===== src/rtl/core/ptb_pkg.sv =====
// ptb_pkg: shared constants, types and helper functions for the p-tile binarizer.
// Used by every module of the block except the generic RAM.
package ptb_pkg;

  localparam int MAX_PIXELS = 65536;
  localparam int LEVELS     = 256;

  localparam int PIX_W = 8;
  localparam int PCT_W = 7;
  localparam int THR_W = 8;
  localparam int BIN_W = $clog2(LEVELS);
  localparam int CNT_W = $clog2(MAX_PIXELS + 1);

  localparam logic [PCT_W-1:0] PCT_MAX   = PCT_W'(100);
  localparam logic [PCT_W-1:0] PCT_RESET = PCT_W'(50);

  // quota = floor(total * pct / 100) via reciprocal multiply
  localparam int PROD_W   = CNT_W + PCT_W;
  localparam int RECIP_SH = PROD_W + 7;
  localparam int RECIP_W  = PROD_W + 1;
  localparam int QM_W     = PROD_W + RECIP_W;
  localparam logic [RECIP_W-1:0] RECIP =
    RECIP_W'(((64'd1 << RECIP_SH) + 64'd99) / 64'd100);

  localparam logic [BIN_W-1:0] LAST_BIN = BIN_W'(LEVELS - 1);
  localparam logic [THR_W-1:0] THR_NONE = {THR_W{1'b1}};

  localparam int OPQ_DEPTH  = 4;
  localparam int OPQ_AW     = $clog2(OPQ_DEPTH);
  localparam int RESQ_DEPTH = 2;
  localparam int RESQ_AW    = $clog2(RESQ_DEPTH);

  typedef enum logic [1:0] {
    OP_ACC,
    OP_ACC_WALK,
    OP_CLS,
    OP_CLS_CLEAR
  } op_kind_t;

  typedef struct packed {
    op_kind_t         kind;
    logic [PIX_W-1:0] pixel;
    logic [BIN_W-1:0] bin;
  } op_t;

  typedef struct packed {
    logic             binary;
    logic [THR_W-1:0] thr;
    logic             last;
  } res_t;

  typedef struct packed {
    logic walking;
    logic acc_busy;
  } bk_stat_t;

  function automatic logic [BIN_W-1:0] bin_of(input logic [PIX_W-1:0] v);
    logic [31:0] w;
    w = 32'(v);
    if (w >= 32'(LEVELS)) begin
      return LAST_BIN;
    end
    return BIN_W'(w);
  endfunction

  function automatic logic [THR_W-1:0] thr_of(input logic [BIN_W-1:0] b);
    logic [31:0] w;
    w = 32'(b);
    if (w > 32'(THR_NONE)) begin
      return THR_NONE;
    end
    return THR_W'(w);
  endfunction

endpackage


===== src/rtl/core/ptb_threshold_binarizer_top_note.sv =====
// ptb_cfg: black percentage register behind the configuration write channel.
// Depends on ptb_pkg.
module ptb_cfg import ptb_pkg::*; (
  input  logic             clk,
  input  logic             rst,
  input  logic             cfg_valid,
  output logic             cfg_ready,
  input  logic [PCT_W-1:0] cfg_data,
  output logic [PCT_W-1:0] black_percent
);

  assign cfg_ready = 1'b1;

  always_ff @(posedge clk) begin
    if (rst) begin
      black_percent <= PCT_RESET;
    end else if (cfg_valid && cfg_ready) begin
      black_percent <= cfg_data;
    end
  end

endmodule


===== config.mk =====
export PLATFORM = sky130hd
export DESIGN_NAME = ptb_cfg
export DESIGN_NICKNAME = d
export VERILOG_FILES = /design/src/rtl/core/ptb_pkg.sv /design/src/rtl/core/ptb_threshold_binarizer_top_note.sv
export SDC_FILE = /design/constraint.sdc
export NUM_CORES = 1
export LEC_CHECK = 0
export BUFFER_PORTS_ARGS = -buffer_cell sky130_fd_sc_hd__buf_2
export CORE_AREA = 3 3 40 42
export CTS_CLUSTER_DIAMETER = 200
export DETAILED_ROUTE_END_ITERATION = 7
export DIE_AREA = 0 0 43 45
export SYNTH_ARGS = -nofsm -noshare
export SYNTH_HDL_FRONTEND = slang
export SYNTH_SLANG_ARGS = --single-unit

===== constraint.sdc =====
create_clock -name clk -period 0.9 [get_ports clk]
set_input_delay 0.27 -clock clk [delete_from_list [all_inputs] [get_ports clk]]
set_output_delay 0.27 -clock clk [all_outputs]
set_load 0.005 [all_outputs]

==> results.sh <==
export IMPL_synthToLayoutAreaGrowth_pct=54.2
export IMPL_diodes=0
export IMPL_report_final_hold_viol_count=0
export IMPL_die_area_mm2=0.00194
export IMPL_min_from="cfg_data[4]"
export IMPL_synth_xor_area_share_pct=0
export IMPL_cap_violations=0
export IMPL_cp_slowest_cell="dfxtp_2"
export IMPL_ios=18
export IMPL_fin_skew_ns=0
export IMPL_hold_depth=2
export IMPL_r2r_end="black_percent[1]$_SDFFE_PP1P_"
export IMPL_gp_congestion=0.628
export IMPL_critical_path_class="register to primary output"
export IMPL_initial_utilization_pct=21.0
export IMPL_die_width_um=43
export IMPL_fmax_mhz=1050
export IMPL_dr_pass1_iters=3
export IMPL_synth_distinct_cells=8
export IMPL_clk_pin_slew_ns=0.05
export IMPL_synth_adder_area_share_pct=0
export IMPL_fin_nets=53
export IMPL_overflow=0
export IMPL_synth_top_family_by_area="simple AND/OR/NAND/NOR gates"
export IMPL_core_region_area_mm2=0.00128
export IMPL_hold_end="black_percent[4]$_SDFFE_PP1P_"
export IMPL_p_per_area_mw_per_mm2=1760
export IMPL_vias_per_cell=4.11
export IMPL_r2r_start="black_percent[1]$_SDFFE_PP1P_"
export IMPL_finalSetupViolCount=7
export IMPL_ant_nets=0
export IMPL_syn_instance_count=24
export IMPL_yosys_area_share_simple_pct=15.3
export IMPL_synth_seq_area_share_pct=51.9
export IMPL_htree_levels=1
export IMPL_synth_compound_area_share_pct=9.72
export IMPL_tritoncts="yes"
export IMPL_status="complete, but fails checks"
export IMPL_largest_reg_flops=7
export IMPL_mostFrequentLayoutCell="buf_2"
export IMPL_clock_sinks=7
export IMPL_synthMuxAreaShare_pct=14.8
export IMPL_worstPathMaxFanout=2
export IMPL_grt_pass1_vias=224
export IMPL_top_regs="black_percent: 7 flops"
export IMPL_numPortBuffers=16
export IMPL_yosysTopAreaCellShare_pct=51.9
export IMPL_cp_arrival_ns=0.68
export IMPL_setup_slack_ns=-0.0521
export IMPL_fin_crit_sh_pct=106
export IMPL_avgSynthCellArea_um2=11.3
export IMPL_violations="setup timing"
export IMPL_wl_per_cell_um=10.7
export IMPL_top_register="black_percent"
export IMPL_power_leakage_nw=0.204
export IMPL_cp_required_ns=0.63
export IMPL_globalRouteTotalUtil_pct=7.27
export IMPL_crit_family="flip-flops"
export IMPL_worstSetupEndpointType="primary output"
export IMPL_stdcell_area_um2=417
export IMPL_grt_pass1_wl_um=952
export IMPL_final_layout_size_suffix_gt1_share_pct=69.0
export IMPL_insertion_delay_ns=0.25
export IMPL_synth_nets=34
export IMPL_reg2reg_slack_ns=0.12
export IMPL_numCtsBuffers=3
export IMPL_fp_dieH_um=45
export IMPL_rows=13
export IMPL_worst_setup_path_start_kind="register"
export IMPL_drc=0
export IMPL_r2r_cells=2
export IMPL_path_cells="buf_6"
export IMPL_yosysWarnings=0
export IMPL_synth_top_area_cell="dfxtp_1"
export IMPL_netlist_area_um2=270
export IMPL_antenna_found_initial=0
export IMPL_final_min_clock_period_ns=0.952
export IMPL_post_route_util_pct=32.4
export IMPL_crit_buf_inv=1
export IMPL_clockRootBuffer="clkbuf_4"
export IMPL_grt_max_degree=11
export IMPL_layout_common_cells="buf_2 (11), dfxtp_2 (7), buf_6 (5)"
export IMPL_num_vias=234
export IMPL_peakVddDrop_uv=827
export IMPL_grt_setup_unrepaired="yes"
export IMPL_synth_area_leaders="dfxtp_1 (52%), mux2i_1 (15%), a211o_1 (9.7%)"
export IMPL_clk_path_buf_depth=2
export IMPL_slew_violations=0
export IMPL_synth_seq_cells=7
export IMPL_dr_first_iter_drc_count=4
export IMPL_critical_path_max_stage_delay_ns=0.32
export IMPL_post_dp_cell_area_um2=350
export IMPL_hp_class="input pin to register"
export IMPL_drt_total_wl_um=610
logic make-up after synthesis:
logic type             after synthesis
multiplexers                         4
AO/OA/AOI/OAI                        3
other                                1
flip-flops                           7
AND/OR/NAND/NOR                      7
buffers and inverters                2
area by class of cell:
cell class,count,area (um^2)
tap,15,18.8
clock buffer,4,26.3
sequential,7,149
multi-input combinational,15,111
timing repair buffer,16,111
fill,138,868
worst reg2reg max path: cells and delay by family (launching register included):
family	cells	cell delay, ns
and+or+nand+nor	1	0.14
AOI/OAI and AO/OA	1	0.22
DFF	1	0.32
what timing repair did:
item | in CTS | in global routing
setup endpoints to repair | 7 | 7
pin swaps | 0 | 0
hold buffers | 0 | 0
buffers inserted | 0 | 0
gates resized for setup | 5 | 7
cells in the mapped netlist:
library cell / instances
buf_4: 1
nor2_1: 4
nor2b_2: 3
dfxtp_1: 7
mux2i_1: 4
a211o_1: 3
conb_1: 1
buf_6: 1
stage by stage:
stage	hold slack [ns]	cells	total power, mW	setup WS (ns)	setup TNS (ns)
after CTS	0.218	57	0.730	-0.0655	-0.411
after global placement	0.476	53	0.432	0.00564	0
after detailed placement	0.483	53	0.433	0.00116	0
final	0.222	57	0.733	-0.0521	-0.318
after global routing	0.214	57	0.791	-0.0902	-0.583
after floorplan	0.342	24	0.394	0.115	0
power breakdown:
| part | switching (mW) | total (mW) | internal (mW) |
|---|---|---|---|
| clock network | 0.115 | 0.284 | 0.169 |
| logic | 0.0381 | 0.103 | 0.0650 |
| registers | 0.0117 | 0.346 | 0.335 |
| total | 0.165 | 0.733 | 0.569 |
metal layers:
layer / global-route usage [%] / vias up / wire, um
met5: 0 / - / 0
met4: 1.81 / 0 / 0
met3: 8.76 / 0 / 128
met2: 7.78 / 22 / 230
met1: 8.76 / 98 / 251
li1: - / 114 / -
worst max path at each step:
stage / depth (start not counted) / endpoint / start / slack (ns)
2_1_floorplan: 2 / black_percent[4]$_SDFFE_PP1P_ / cfg_valid / 0.12
3_3_place_gp: 3 / black_percent[1]$_SDFFE_PP1P_ / cfg_valid / 0.006
3_5_place_dp: 3 / black_percent[4]$_SDFFE_PP1P_ / cfg_valid / 0.001
4_1_cts: 1 / black_percent[0] / black_percent[0]$_SDFFE_PP0P_ / -0.07
5_1_grt: 1 / black_percent[0] / black_percent[0]$_SDFFE_PP0P_ / -0.09
6_report: 1 / black_percent[0] / black_percent[0]$_SDFFE_PP0P_ / -0.05
(Power assumes the default switching activity.)
