<file path="src/rtl/core/ptb_pkg.sv">
// ptb_pkg: shared constants, types and helper functions for the p-tile binarizer.
// Used by every module of the block except the generic RAM.
package ptb_pkg;

  localparam int MAX_PIXELS = 65536;
  localparam int LEVELS     = 256;

  localparam int PIX_W = 8;
  localparam int PCT_W = 7;
  localparam int THR_W = 8;
  localparam int BIN_W = $clog2(LEVELS);
  localparam int CNT_W = $clog2(MAX_PIXELS + 1);

  localparam logic [PCT_W-1:0] PCT_MAX   = PCT_W'(100);
  localparam logic [PCT_W-1:0] PCT_RESET = PCT_W'(50);

  // quota = floor(total * pct / 100) via reciprocal multiply
  localparam int PROD_W   = CNT_W + PCT_W;
  localparam int RECIP_SH = PROD_W + 7;
  localparam int RECIP_W  = PROD_W + 1;
  localparam int QM_W     = PROD_W + RECIP_W;
  localparam logic [RECIP_W-1:0] RECIP =
    RECIP_W'(((64'd1 << RECIP_SH) + 64'd99) / 64'd100);

  localparam logic [BIN_W-1:0] LAST_BIN = BIN_W'(LEVELS - 1);
  localparam logic [THR_W-1:0] THR_NONE = {THR_W{1'b1}};

  localparam int OPQ_DEPTH  = 4;
  localparam int OPQ_AW     = $clog2(OPQ_DEPTH);
  localparam int RESQ_DEPTH = 2;
  localparam int RESQ_AW    = $clog2(RESQ_DEPTH);

  typedef enum logic [1:0] {
    OP_ACC,
    OP_ACC_WALK,
    OP_CLS,
    OP_CLS_CLEAR
  } op_kind_t;

  typedef struct packed {
    op_kind_t         kind;
    logic [PIX_W-1:0] pixel;
    logic [BIN_W-1:0] bin;
  } op_t;

  typedef struct packed {
    logic             binary;
    logic [THR_W-1:0] thr;
    logic             last;
  } res_t;

  typedef struct packed {
    logic walking;
    logic acc_busy;
  } bk_stat_t;

  function automatic logic [BIN_W-1:0] bin_of(input logic [PIX_W-1:0] v);
    logic [31:0] w;
    w = 32'(v);
    if (w >= 32'(LEVELS)) begin
      return LAST_BIN;
    end
    return BIN_W'(w);
  endfunction

  function automatic logic [THR_W-1:0] thr_of(input logic [BIN_W-1:0] b);
    logic [31:0] w;
    w = 32'(b);
    if (w > 32'(THR_NONE)) begin
      return THR_NONE;
    end
    return THR_W'(w);
  endfunction

endpackage

</file>
<file path="src/rtl/core/ptb_front.sv">
// ptb_front: input side; decodes each word into an operation and queues it.
// Depends on ptb_pkg.
module ptb_front import ptb_pkg::*; (
  input  logic             clk,
  input  logic             rst,
  input  logic             push,
  output logic             full,
  input  logic             req_type,
  input  logic [PIX_W-1:0] pixel,
  input  logic             frame_end,
  output op_t              op,
  output logic             op_valid,
  input  logic             op_take
);

  op_t              q [OPQ_DEPTH];
  op_t              op_in;
  logic [OPQ_AW-1:0] wp, rp;
  logic [OPQ_AW:0]   cnt;
  logic              wr, rd;

  always_comb begin
    op_in.pixel = pixel;
    op_in.bin   = bin_of(pixel);
    unique case ({req_type, frame_end})
      2'b00:   op_in.kind = OP_ACC;
      2'b01:   op_in.kind = OP_ACC_WALK;
      2'b10:   op_in.kind = OP_CLS;
      default: op_in.kind = OP_CLS_CLEAR;
    endcase
  end

  assign full     = (cnt == (OPQ_AW+1)'(OPQ_DEPTH));
  assign op_valid = (cnt != '0);
  assign op       = q[rp];
  assign wr       = push && !full;
  assign rd       = op_take && op_valid;

  always_ff @(posedge clk) begin
    if (wr) begin
      q[wp] <= op_in;
    end
  end

  always_ff @(posedge clk) begin
    if (rst) begin
      wp  <= '0;
      rp  <= '0;
      cnt <= '0;
    end else begin
      if (wr) begin
        wp <= wp + 1'b1;
      end
      if (rd) begin
        rp <= rp + 1'b1;
      end
      case ({wr, rd})
        2'b10:   cnt <= cnt + 1'b1;
        2'b01:   cnt <= cnt - 1'b1;
        default: cnt <= cnt;
      endcase
    end
  end

endmodule

</file>
<file path="config.mk">
export PLATFORM = sky130hd
export DESIGN_NAME = ptb_front
export DESIGN_NICKNAME = d
export VERILOG_FILES = /design/src/rtl/core/ptb_pkg.sv /design/src/rtl/core/ptb_front.sv
export SDC_FILE = /design/constraint.sdc
export NUM_CORES = 1
export LEC_CHECK = 0
export ABC_AREA = 0
export BUFFER_PORTS_ARGS = -buffer_cell sky130_fd_sc_hd__buf_2
export CORE_MARGIN = 5
export CORE_UTILIZATION = 25
export DETAILED_ROUTE_END_ITERATION = 10
export PLACE_DENSITY = 0.43
export SKIP_LAST_GASP = 1
export SLEW_MARGIN = 20
export SYNTH_ARGS = -nofsm -noshare
export SYNTH_HDL_FRONTEND = slang
export SYNTH_SLANG_ARGS = --single-unit
</file>
<file path="constraint.sdc">
create_clock -name clk -period 1.8 [get_ports clk]
set_input_delay 0.18 -clock clk [delete_from_list [all_inputs] [get_ports clk]]
set_output_delay 0.18 -clock clk [all_outputs]
set_load 0.01 [all_outputs]
</file>
==> impl_metrics.csv <==
group,metric,value,unit
floorplan,die_w,99.1,um
critical_path,critical_path_class,"reg -> reg",
floorplan,io_pins,34,
critical_path,cp_cell_sequence,"nor3b_4 -> nor2_2 -> inv_1 -> ha_4 -> inv_2 -> fa_2 -> xor2_1 -> or3_4 -> a21oi_2",
floorplan,die_area,0.00982,mm^2
synthesis,async_flop_share,0,
sta,finalWorstSetupSlack,-0.137,ns
job,cap_violations,0,
synthesis,avgSynthCellArea,17.4,um^2
cts,insertion_delay,0.30,ns
run_status,violations,"negative setup slack",
synthesis,synth-edff-count,40,
cts,clock_sinks,49,
critical_path,arrival,2.17,ns
critical_path,critical-path-max-stage-delay,0.36,ns
cts,cts_tree,"yes",
cells_and_area,stdcell_area,0.00247,mm^2
cts,path_clk_slew,0.09,ns
critical_path,cp.required,2.03,ns
drt,dr.pass1.iters,4,
drt,wirelength,3.75,mm
cts,cts_root_buf,"clkbuf_8",
critical_path,cp_max_fo,2,
place,placed_area,0.00231,mm^2
floorplan,initial_core_util,0.257,
grt,grt_max_degree,17,
cells_and_area,diodes,0,
cells_and_area,final_core_util,0.319,
drt,wire_per_inst,14.5,um
critical_path,path_buf_inv,2,
cells_and_area,area_growth,24.4,%
sta,fmax,516,MHz
min_path,hp-class,"in -> reg",
sta,max_slew_margin,0.796,
cells_and_area,final_cell_mix,"40 x edfxtp_1, 33 x buf_2, 14 x buf_4",
sta,worstMarginPinSlew,0.301,ns
synthesis,synth_top_area_share,0.605,
synthesis,synth.distinct_cells,24,
critical_path,endpoint_kind,"flip-flop",
sta,setup_viol,1,
critical_path,start_kind,"flip-flop",
critical_path,critPathSlowestCell,"dfxtp_4",
cells_and_area,finish.net_count,176,
floorplan,die_h,99.1,um
sta,rsz0062_at_grt,"true",
drt,drt_iter0_markers,50,
drt,ant_nets,0,
synthesis,ys.flop_type,"edfxtp_1",
place,gp_congestion,0.784,
synthesis,ys_seq_elements,49,
grt,grt_antenna_before_repair,0,
place,dp_hpwl,2.74,mm
sta,finClkSkew,0.00715,ns
sta,period_minus_slack,1.94,ns
power_and_ir_drop,vdd_drop_max,0.589,mV
synthesis,synth_cells,114,
cells_and_area,mostFrequentLayoutCell,"edfxtp_1",
grt,grt_overflow_total,0,
synthesis,ys_seq_area_frac,0.696,
sta,hold_viol,0,
critical_path,crit_family,"simple AND/OR/NAND/NOR gates",
synthesis,ys_top_cells_by_area,"edfxtp_1 61%, mux4_2 11%, dfxtp_1 9.1%",
cells_and_area,fillers,770,
place,port_buffers,33,
floorplan,coreArea,0.00773,mm^2
sta,drv_slew,0,
sta,post-route-period-util,1.08,
synthesis,synth_area,0.00198,mm^2
cts,hold_buffers,0,
drt,vias_per_cell,4.10,
drt,vias,1063,
cts,numCtsBuffers,5,
grt,grt_pass1_vias,1189,
drt,drc,0,
synthesis,yosys.area.top_type,"edfxtp_1",
grt,grtUsageTotal,0.0793,
cells_and_area,final_layout_size_suffix_gt1_frac,0.510,
run_status,status,"finished with violations",
power_and_ir_drop,power.density,1350,mW/mm^2
synthesis,yosysWarnings,0,
synthesis,syn_nets,134,
cts,htree_num_levels,2,
cts,ctsLongestPathBuffers,2,
power_and_ir_drop,p_leak,0.895,nW
grt,grt_pass1_wl,5.94,mm
floorplan,placementRows,32,
## through the flow
| step | setup slack [ns] | hold WS, ns | std cells | TNS [ns] | power (W) |
|---|---|---|---|---|---|
| after floorplan | -0.151 | 0.279 | 114 | -0.170 | 0.00220 |
| after global routing | -0.206 | 0.0800 | 259 | -0.777 | 0.00353 |
| final | -0.137 | 0.0859 | 259 | -0.137 | 0.00334 |
| after detailed placement | -0.168 | 0.402 | 250 | -0.168 | 0.00253 |
| after CTS | -0.157 | 0.0743 | 259 | -0.162 | 0.00336 |
| after global placement | -0.0163 | 0.392 | 250 | -0.0163 | 0.00250 |
## where the power goes
part | switching (W) | internal (W)
Combinational | 0.000536 | 0.000563
Sequential | 0.0000785 | 0.00138
Clock | 0.000372 | 0.000416
## layout make-up
| class | instances | area (um^2) | share of cell area |
|---|---|---|---|
| flip-flops and latches | 49 | 1390 | 0.563 |
| multi-input cells | 45 | 529 | 0.214 |
| repair buffers | 48 | 282 | 0.114 |
| well taps | 102 | 128 | 0.0517 |
| clock buffers | 5 | 68.8 | 0.0279 |
| clock inverters | 3 | 46.3 | 0.0188 |
| inverters | 7 | 26.3 | 0.0106 |
## worst reg2reg max path: cells and delay by family (launching register included)
kind	cells	cell delay, ns
and+or+nand+nor	3	0.61
adders and majority gates	2	0.47
DFF	1	0.36
xor gates and xnor gates	1	0.16
buffers and inverters	2	0.14
AOI/OAI and AO/OA	1	0.13
## kinds of logic after synthesis
family                   count (synthesis)  synth area share
AND/OR/NAND/NOR                         17            0.0492
flip-flops                              49             0.696
buffers and inverters                   20            0.0555
AO/OA/AOI/OAI                            7            0.0214
multiplexers                            11             0.119
adder cells (fa/ha/maj)                  6            0.0416
XOR/XNOR                                 4            0.0177
## worst paths after layout
| kind | endpoint | cells past startpoint | startpoint | slack, ns |
|---|---|---|---|---|
| min reg2reg | wp[1]$_SDFFE_PP0P_ | 2 | wp[1]$_SDFFE_PP0P_ | 0.54 |
| min | q[1][16]$_DFFE_PP_ | 1 | frame_end | 0.09 |
| max reg2reg | cnt[2]$_SDFFE_PP0P_ | 9 | cnt[0]$_SDFFE_PP0P_ | -0.14 |
| max | cnt[2]$_SDFFE_PP0P_ | 9 | cnt[0]$_SDFFE_PP0P_ | -0.14 |
## sequential cells by signal, summed over array words and instances, names as in the netlist, named ones only
signal / flops
q: 40
cnt: 3
rp: 2
wp: 2
## synthesized netlist by cell type, types with 2 or more instances
master and count:
edfxtp_1 40, mux4_2 10, buf_4 9, dfxtp_1 9
inv_1 6, nor2_1 6, ha_1 5, and2_1 4
a21oi_1 3, or3_1 3, xor2_1 3, clkbuf_1 2
nand2b_1 2, o21ai_0 2
## layer usage
metal | track usage | up-vias | wire (um)
met2 | 0.133 | 31 | 1910
met3 | 0.0273 | 5 | 206
met5 | 0 | - | 0
met1 | 0.0920 | 530 | 1590
met4 | 0.0336 | 0 | 45
li1 | - | 497 | -
## timing repair
| item | in CTS | in global routing |
|---|---|---|
| endpoints found under the setup margin | 17 | 15 |
| buffers inserted | 1 | 0 |
| pin swaps | 3 | 2 |
| resized for setup | 4 | 4 |
No activity file was read; power rests on OpenSTA's default activity.
