File: src/rtl/core/ptb_pkg.sv
// ptb_pkg: shared constants, types and helper functions for the p-tile binarizer.
// Used by every module of the block except the generic RAM.
package ptb_pkg;

  localparam int MAX_PIXELS = 65536;
  localparam int LEVELS     = 256;

  localparam int PIX_W = 8;
  localparam int PCT_W = 7;
  localparam int THR_W = 8;
  localparam int BIN_W = $clog2(LEVELS);
  localparam int CNT_W = $clog2(MAX_PIXELS + 1);

  localparam logic [PCT_W-1:0] PCT_MAX   = PCT_W'(100);
  localparam logic [PCT_W-1:0] PCT_RESET = PCT_W'(50);

  // quota = floor(total * pct / 100) via reciprocal multiply
  localparam int PROD_W   = CNT_W + PCT_W;
  localparam int RECIP_SH = PROD_W + 7;
  localparam int RECIP_W  = PROD_W + 1;
  localparam int QM_W     = PROD_W + RECIP_W;
  localparam logic [RECIP_W-1:0] RECIP =
    RECIP_W'(((64'd1 << RECIP_SH) + 64'd99) / 64'd100);

  localparam logic [BIN_W-1:0] LAST_BIN = BIN_W'(LEVELS - 1);
  localparam logic [THR_W-1:0] THR_NONE = {THR_W{1'b1}};

  localparam int OPQ_DEPTH  = 4;
  localparam int OPQ_AW     = $clog2(OPQ_DEPTH);
  localparam int RESQ_DEPTH = 2;
  localparam int RESQ_AW    = $clog2(RESQ_DEPTH);

  typedef enum logic [1:0] {
    OP_ACC,
    OP_ACC_WALK,
    OP_CLS,
    OP_CLS_CLEAR
  } op_kind_t;

  typedef struct packed {
    op_kind_t         kind;
    logic [PIX_W-1:0] pixel;
    logic [BIN_W-1:0] bin;
  } op_t;

  typedef struct packed {
    logic             binary;
    logic [THR_W-1:0] thr;
    logic             last;
  } res_t;

  typedef struct packed {
    logic walking;
    logic acc_busy;
  } bk_stat_t;

  function automatic logic [BIN_W-1:0] bin_of(input logic [PIX_W-1:0] v);
    logic [31:0] w;
    w = 32'(v);
    if (w >= 32'(LEVELS)) begin
      return LAST_BIN;
    end
    return BIN_W'(w);
  endfunction

  function automatic logic [THR_W-1:0] thr_of(input logic [BIN_W-1:0] b);
    logic [31:0] w;
    w = 32'(b);
    if (w > 32'(THR_NONE)) begin
      return THR_NONE;
    end
    return THR_W'(w);
  endfunction

endpackage

File: src/rtl/core/ptb_resq.sv
// ptb_resq: result queue that decouples the back end from the consumer.
// Depends on ptb_pkg.
module ptb_resq import ptb_pkg::*; (
  input  logic clk,
  input  logic rst,
  input  logic push,
  output logic full,
  input  res_t din,
  input  logic pop,
  output logic empty,
  output res_t dout
);

  res_t               q [RESQ_DEPTH];
  logic [RESQ_AW-1:0] wp, rp;
  logic [RESQ_AW:0]   cnt;
  logic               wr, rd;

  assign full  = (cnt == (RESQ_AW+1)'(RESQ_DEPTH));
  assign empty = (cnt == '0);
  assign dout  = q[rp];
  assign wr    = push && !full;
  assign rd    = pop && !empty;

  always_ff @(posedge clk) begin
    if (wr) begin
      q[wp] <= din;
    end
  end

  always_ff @(posedge clk) begin
    if (rst) begin
      wp  <= '0;
      rp  <= '0;
      cnt <= '0;
    end else begin
      if (wr) begin
        wp <= wp + 1'b1;
      end
      if (rd) begin
        rp <= rp + 1'b1;
      end
      case ({wr, rd})
        2'b10:   cnt <= cnt + 1'b1;
        2'b01:   cnt <= cnt - 1'b1;
        default: cnt <= cnt;
      endcase
    end
  end

endmodule

File: config.mk
export PLATFORM = sky130hd
export DESIGN_NAME = ptb_resq
export DESIGN_NICKNAME = d
export VERILOG_FILES = /design/src/rtl/core/ptb_pkg.sv /design/src/rtl/core/ptb_resq.sv
export SDC_FILE = /design/constraint.sdc
export NUM_CORES = 1
export LEC_CHECK = 0
export BUFFER_PORTS_ARGS = -buffer_cell sky130_fd_sc_hd__buf_2
export CORE_MARGIN = 5
export CORE_UTILIZATION = 49
export DETAILED_ROUTE_END_ITERATION = 7
export PLACE_DENSITY = 0.75
export RECOVER_POWER = 25
export SKIP_CTS_REPAIR_TIMING = 1
export SLEW_MARGIN = 30
export SYNTH_ARGS = -nofsm -noshare
export SYNTH_HDL_FRONTEND = slang
export SYNTH_SLANG_ARGS = --single-unit
File: constraint.sdc
create_clock -name clk -period 2 [get_ports clk]
set_clock_uncertainty 0.05 [all_clocks]
set_input_delay 0 -clock clk [delete_from_list [all_inputs] [get_ports clk]]
set_output_delay 0 -clock clk [all_outputs]
set_load 0.01 [all_outputs]
==> metrics.md, run 1 <==
| Metric | Value |
|---|---|
| Synth area leader | edfxtp_1 |
| Die area | 0.00290 mm2 |
| Gr busiest metal | met2 |
| FILL cells | 140 |
| Total gr overflow | 0 |
| Synth warnings | 0 |
| Num CTS Buffers | 3 |
| Iteration count of the initial detailed-routing pass | 2 |
| Die Width | 53.9 um |
| Detail Route Antenna Nets | 0 |
| CTS tree | yes |
| CTS clk-pin slew, worst paths | 0.12 ns |
| Core ar. | 0.00178 mm2 |
| PD cells | 1120 mW/mm2 |
| Post-synthesis register bit count | 25 |
| I/O Pins | 26 |
| Final wirelength | 1580 um |
| Synth top area share | 63.7% |
| Netlist cell types | 17 |
| Max VDD drop | 0.760 mV |
| CTS H-Tree Depth | 1 |
| Outcome | finished, final reports clean |
| Leak | 0.000487 uW |
| Vias in the first global route | 550 |
| Final Hold Fails | 0 |
| Dominant synthesized flop cell | edfxtp_1 |
| Post-DP HPWL | 1080 um |
| N_diodes | 0 |
| Worst skew pair latency | 0.30 ns |
| Max-cap violations | 0 |
| CP Launch Type | flop |
| Layout Utilization | 68.9% |
| 1st-iter DRT viols | 2 |
| Post-route DRC | 0 |
| Top cells by area, synth | edfxtp_1, mux2_2, dfxtp_1 |
| Clock Tree Root | clkbuf_4 |
| DR vias | 577 |
| Max Slew Vio Count | 0 |
| Initial antenna violation count | 0 |
| Area occupied by multi-input gates | 225 um2 |
| Largest net degree at the start of global routing | 14 |
| Port bufs | 25 |
| Critical path required time | 1.93 ns |
| Critical path's slowest cell | dfxtp_1 |
| Mapped cell area | 942 um2 |
| Syn_nets | 72 |
| Worst slew margin | 67.7% |
| CTS sink count | 25 |
| Crit path max fanout | 10 |
| GR Util met2 | 19.2% |
| Fraction of registers with async set/reset | 0% |
| Max incr delay on CP | 0.42 ns |
| Met1 usage | 11.3% |
| Part of the Yosys area used for sequential elements | 74.4% |
| Sequential cell area | 701 um2 |
| Share of cells above drive strength 1 | 40.6% |
| Slew @ Worst Pin | 0.485 ns |
| Min cycle time layout | 1.63 ns |
| Critical-path cell list | nand2b_2 -> inv_2 -> or3_1 -> inv_1 |
| Initial Util | 52.8% |
| Die H | 53.9 um |
| EDFF count, synth | 20 |
| Synthesis-to-finish area growth | 30.4% |
| Tot GR Track Use | 11.0% |
| RSZ-0062 raised after global routing | no |
| Final setup viols | 0 |
| CTS max path bufs | 2 |
| Worst Hold Class | input port to flop |
| Setup_tns | 0 ns |
| Average wire per standard cell | 13.1 um |
| Crit path capture type | flop |
| Most common library cells after synthesis | edfxtp_1, mux2_2, dfxtp_1 |
| Global-route wire length before repair | 2170 um |
| Site Rows | 15 |
| Final period util | 81.6% |
| Nets@finish | 112 |
| Mapped Cells | 57 |
| Avg Synthesized Cell Area | 16.5 um2 |
| Count leader, synth | edfxtp_1 |
| Vias per Instance | 4.77 |
| Crit path kind | flop to flop |
| WP data arrival | 1.56 ns |
| Met3 Use GR | 3.88% |
| Placer congestion estimate | 0.648 |
| Fmax | 613 MHz |
path summary, 6_finish.rpt:
| path | from | end | slack (ns) | cells past startpoint |
|---|---|---|---|---|
| setup reg to reg | cnt[0]$_SDFFE_PP0P_ | q[0][2]$_DFFE_PP_ | 0.37 | 4 |
| hold / removal | push | wp$_SDFFE_PP0P_ | 0.02 | 4 |
| hold reg to reg | wp$_SDFFE_PP0P_ | wp$_SDFFE_PP0P_ | 0.46 | 2 |
| setup / recovery | cnt[0]$_SDFFE_PP0P_ | q[0][2]$_DFFE_PP_ | 0.37 | 4 |
area by class of cell:
type                       instances  share of cell area (%)
sequential                        25                    57.0
tap                               25                    2.55
timing repair buffer              36                    19.0
multi-input combinational         28                    18.3
inverter                           3                   0.916
clock buffer                       4                    2.14
flip-flops by register name (all words and copies together), names as in the netlist, named ones only:
register  cells
q            20
cnt           2
rp            1
wp            1
worst max-delay path: cells and delay by family, from the launching register on:
kind          cells  cell delay, ns
buf+inv           2            0.35
simple gates      2            0.49
flops             1            0.42
power breakdown:
| group | internal, uW | switching, uW |
|---|---|---|
| clock network | 77.6 | 130 |
| registers | 666 | 71.7 |
| logic | 231 | 204 |
placed cells by master, fill, tap and decap left out:
cell,count
a21oi_1,2
buf_2,24
xnor2_1,2
o21ai_0,2
xor2_1,1
nand2b_2,1
o21a_1,1
or3_1,2
inv_2,1
ha_1,1
dfxtp_1,5
and3_1,1
inv_1,2
dlygate4sd3_1,11
clkbuf_1,2
clkbuf_4,3
nor2_1,4
mux2_2,10
nand2_1,1
edfxtp_1,20
routing by layer:
metal / up-vias / part of all wire [%] / wire length [um]
met4: 0 / 0.63 / 10
li1: 286 / - / -
met1: 274 / 40 / 640
met3: 2 / 6.2 / 98
met5: - / 0 / 0
met2: 15 / 53 / 833
cell families after synthesis:
logic type	Yosys count	synth area share, %
compound gates	5	2.92
xor+xnor	3	2.79
fa+ha+maj	1	1.33
buf+inv	4	1.73
flops	25	74.4
mux	10	12.0
simple gates	9	4.91
stage by stage:
step	hold WS (ns)	std cells	setup slack (ns)	total power (uW)	area, um2
2_1_floorplan	0.0191	57	0.480	1030	942
3_3_place_gp	0.141	106	0.389	1160	1090
3_5_place_dp	0.141	106	0.367	1180	1090
4_1_cts	-0.184	110	0.346	1380	1120
5_1_grt	0.0162	121	0.265	1480	1230
6_report	0.0203	121	0.368	1380	1230
Note: power is estimated with default switching activity, not from simulation.
==> inputs of run 2 (changes only) <==
- clock period: 2 -> 1.53 ns (I/O delays scaled with it)
==> run 2 against run 1 <==
  * Total power grew 38%
  * Fmax grew 10%
  * Die area is the same
  * Hold slack gained 0.035 ns
  * Routed wire length grew 6.8%
  * Via count grew 1.6%
  * Critical endpoint is now cnt[1]$_SDFFE_PP0P_
  * Global-route usage grew 1.3 points
  * Final area grew 4.5%
  * Sequential share of layout area shrank 2.2 points
  * Sequential power grew 30%
  * Largest cell class unchanged
  * Count of clock-buffer cells in the layout is the same
==> metrics.md, run 2 (synthesized netlist as in run 1, its figures left out) <==
| Metric | Value |
|---|---|
| Comb pwr share | 35.1% |
| Outcome | finished, final reports clean |
| Worst Hold Class | input port to flop |
| Min cycle time layout | 1.48 ns |
| Switching share of total power | 29.7% |
| Slew @ Worst Pin | 0.244 ns |
| Max FFs per register | 20 |
| Setup WS post-layout | 0.0520 ns |
| Tot GR Track Use | 12.3% |
| Core ar. | 0.00178 mm2 |
| Die area | 0.00290 mm2 |
| Synthesis-to-finish area growth | 36.3% |
| CTS max path bufs | 2 |
| Worst skew pair latency | 0.30 ns |
| Nets@finish | 117 |
| DR vias | 586 |
| Initial Util | 52.8% |
| Die H | 53.9 um |
| Port bufs | 25 |
| I/O Pins | 26 |
| Critical-path cell list | nand2b_2 -> nand2_2 -> ha_4 -> or3_1 -> a21oi_1 |
| Vias per Instance | 4.65 |
| Placer congestion estimate | 0.690 |
| Max Slew Vio Count | 0 |
| Num CTS Buffers | 3 |
| Site Rows | 15 |
| Critical path's slowest cell | or3_1 |
| CTS clk-pin slew, worst paths | 0.12 ns |
| Max-cap violations | 0 |
| Clock Power Share | 14.3% |
| Global-route wire length before repair | 2370 um |
| Detail Route Antenna Nets | 0 |
| Largest register by flop count | q |
| CTS sink count | 25 |
| CTS tree | yes |
| Largest net degree at the start of global routing | 14 |
| Vias in the first global route | 589 |
| 1st-iter DRT viols | 5 |
| Leak | 0.000510 uW |
| RSZ-0062 raised after global routing | no |
| Iteration count of the initial detailed-routing pass | 4 |
| Average wire per standard cell | 13.4 um |
| Share of cells above drive strength 1 | 47.5% |
| Die Width | 53.9 um |
| Final setup viols | 0 |
| Place WS | 0.0209 ns |
| Post-route DRC | 0 |
| Final wirelength | 1690 um |
| Worst slew margin | 83.7% |
| CP Launch Type | flop |
| Worst path top cell family by delay | simple AND/OR/NAND/NOR gates |
| Crit path max fanout | 3 |
| CTS H-Tree Depth | 1 |
| Largest regs | q (20), cnt (2) |
| Most frequent cells in the layout | buf_2, edfxtp_1, dlygate4sd3_1 |
| PD cells | 1480 mW/mm2 |
| Max incr delay on CP | 0.36 ns |
| Psw | 564 uW |
| Crit path capture type | flop |
| Crit path kind | flop to flop |
| Post-DP HPWL | 1180 um |
| WP data arrival | 1.66 ns |
| Most common cell after layout, fill and taps aside | buf_2 |
| Final Hold Fails | 0 |
| Seq pwr share | 50.6% |
| N_diodes | 0 |
| Clock Tree Root | clkbuf_4 |
| Fmax | 677 MHz |
| Setup_tns | 0 ns |
| Critical path required time | 1.72 ns |
| Initial antenna violation count | 0 |
| Max VDD drop | 0.912 mV |
| P_int | 1340 uW |
| CP Buf/Inv Count | 0 |
| Final period util | 96.6% |
| Total gr overflow | 0 |
## run 2: cell count changes in the layout (fill, tap and decap cells not counted), sizes merged
cell    delta
buf        +4
clkbuf     +1
## run 2: cell type report
type | instances | area [um2]
flip-flops and latches | 25 | 704
fillers | 121 | 499
repair buffers | 41 | 270
multi-input cells | 28 | 240
well taps | 25 | 31.3
clock buffers | 4 | 26.3
inverters | 3 | 11.3
## run 2: worst paths after layout
path                            depth (start not counted)             endpoint                 from  slack, ns
worst min-delay path                                    4      wp$_SDFFE_PP0P_                 push       0.06
worst max register to register                          5  cnt[1]$_SDFFE_PP0P_  cnt[0]$_SDFFE_PP0P_       0.05
worst max-delay path                                    5  cnt[1]$_SDFFE_PP0P_  cnt[0]$_SDFFE_PP0P_       0.05
worst min register to register                          2  cnt[1]$_SDFFE_PP0P_  cnt[1]$_SDFFE_PP0P_       0.48
## run 2: metrics by stage
stage                     hold WS [ns]  utilization (%)  power (uW)  cell area (um2)  std cells
after CTS                       -0.189             64.9        1870             1160        115
after floorplan                 0.0191                -        1340              942         57
after global placement           0.138             63.4        1570             1130        111
after global routing            0.0665             72.0        2020             1280        126
final                           0.0553             72.0        1900             1280        126
after detailed placement         0.141             63.4        1590             1130        111
## run 2: power by group through the flow
stage | logic [uW] | registers [uW] | clock network [uW]
3_5_place_dp | 621 | 974 | 0
5_1_grt | 728 | 977 | 319
3_3_place_gp | 606 | 965 | 0
4_1_cts | 625 | 958 | 291
2_1_floorplan | 415 | 930 | 0
6_report | 668 | 963 | 272
## run 2: routing by layer
layer	routed length [um]	GRT usage [%]	vias to the layer above	part of all wire [%]
li1	-	-	295	-
met1	656	12.0	272	39
met2	899	22.0	17	53
met3	119	3.32	2	7.0
met4	13	8.94	0	0.77
met5	0	0	-	0
## run 2: worst reg2reg max path, delay by kind of cell, from the launching register on
kind / cells / cell delay (ns)
flops: 1 / 0.35
fa+ha+maj: 1 / 0.21
compound gates: 1 / 0.15
simple gates: 3 / 0.66
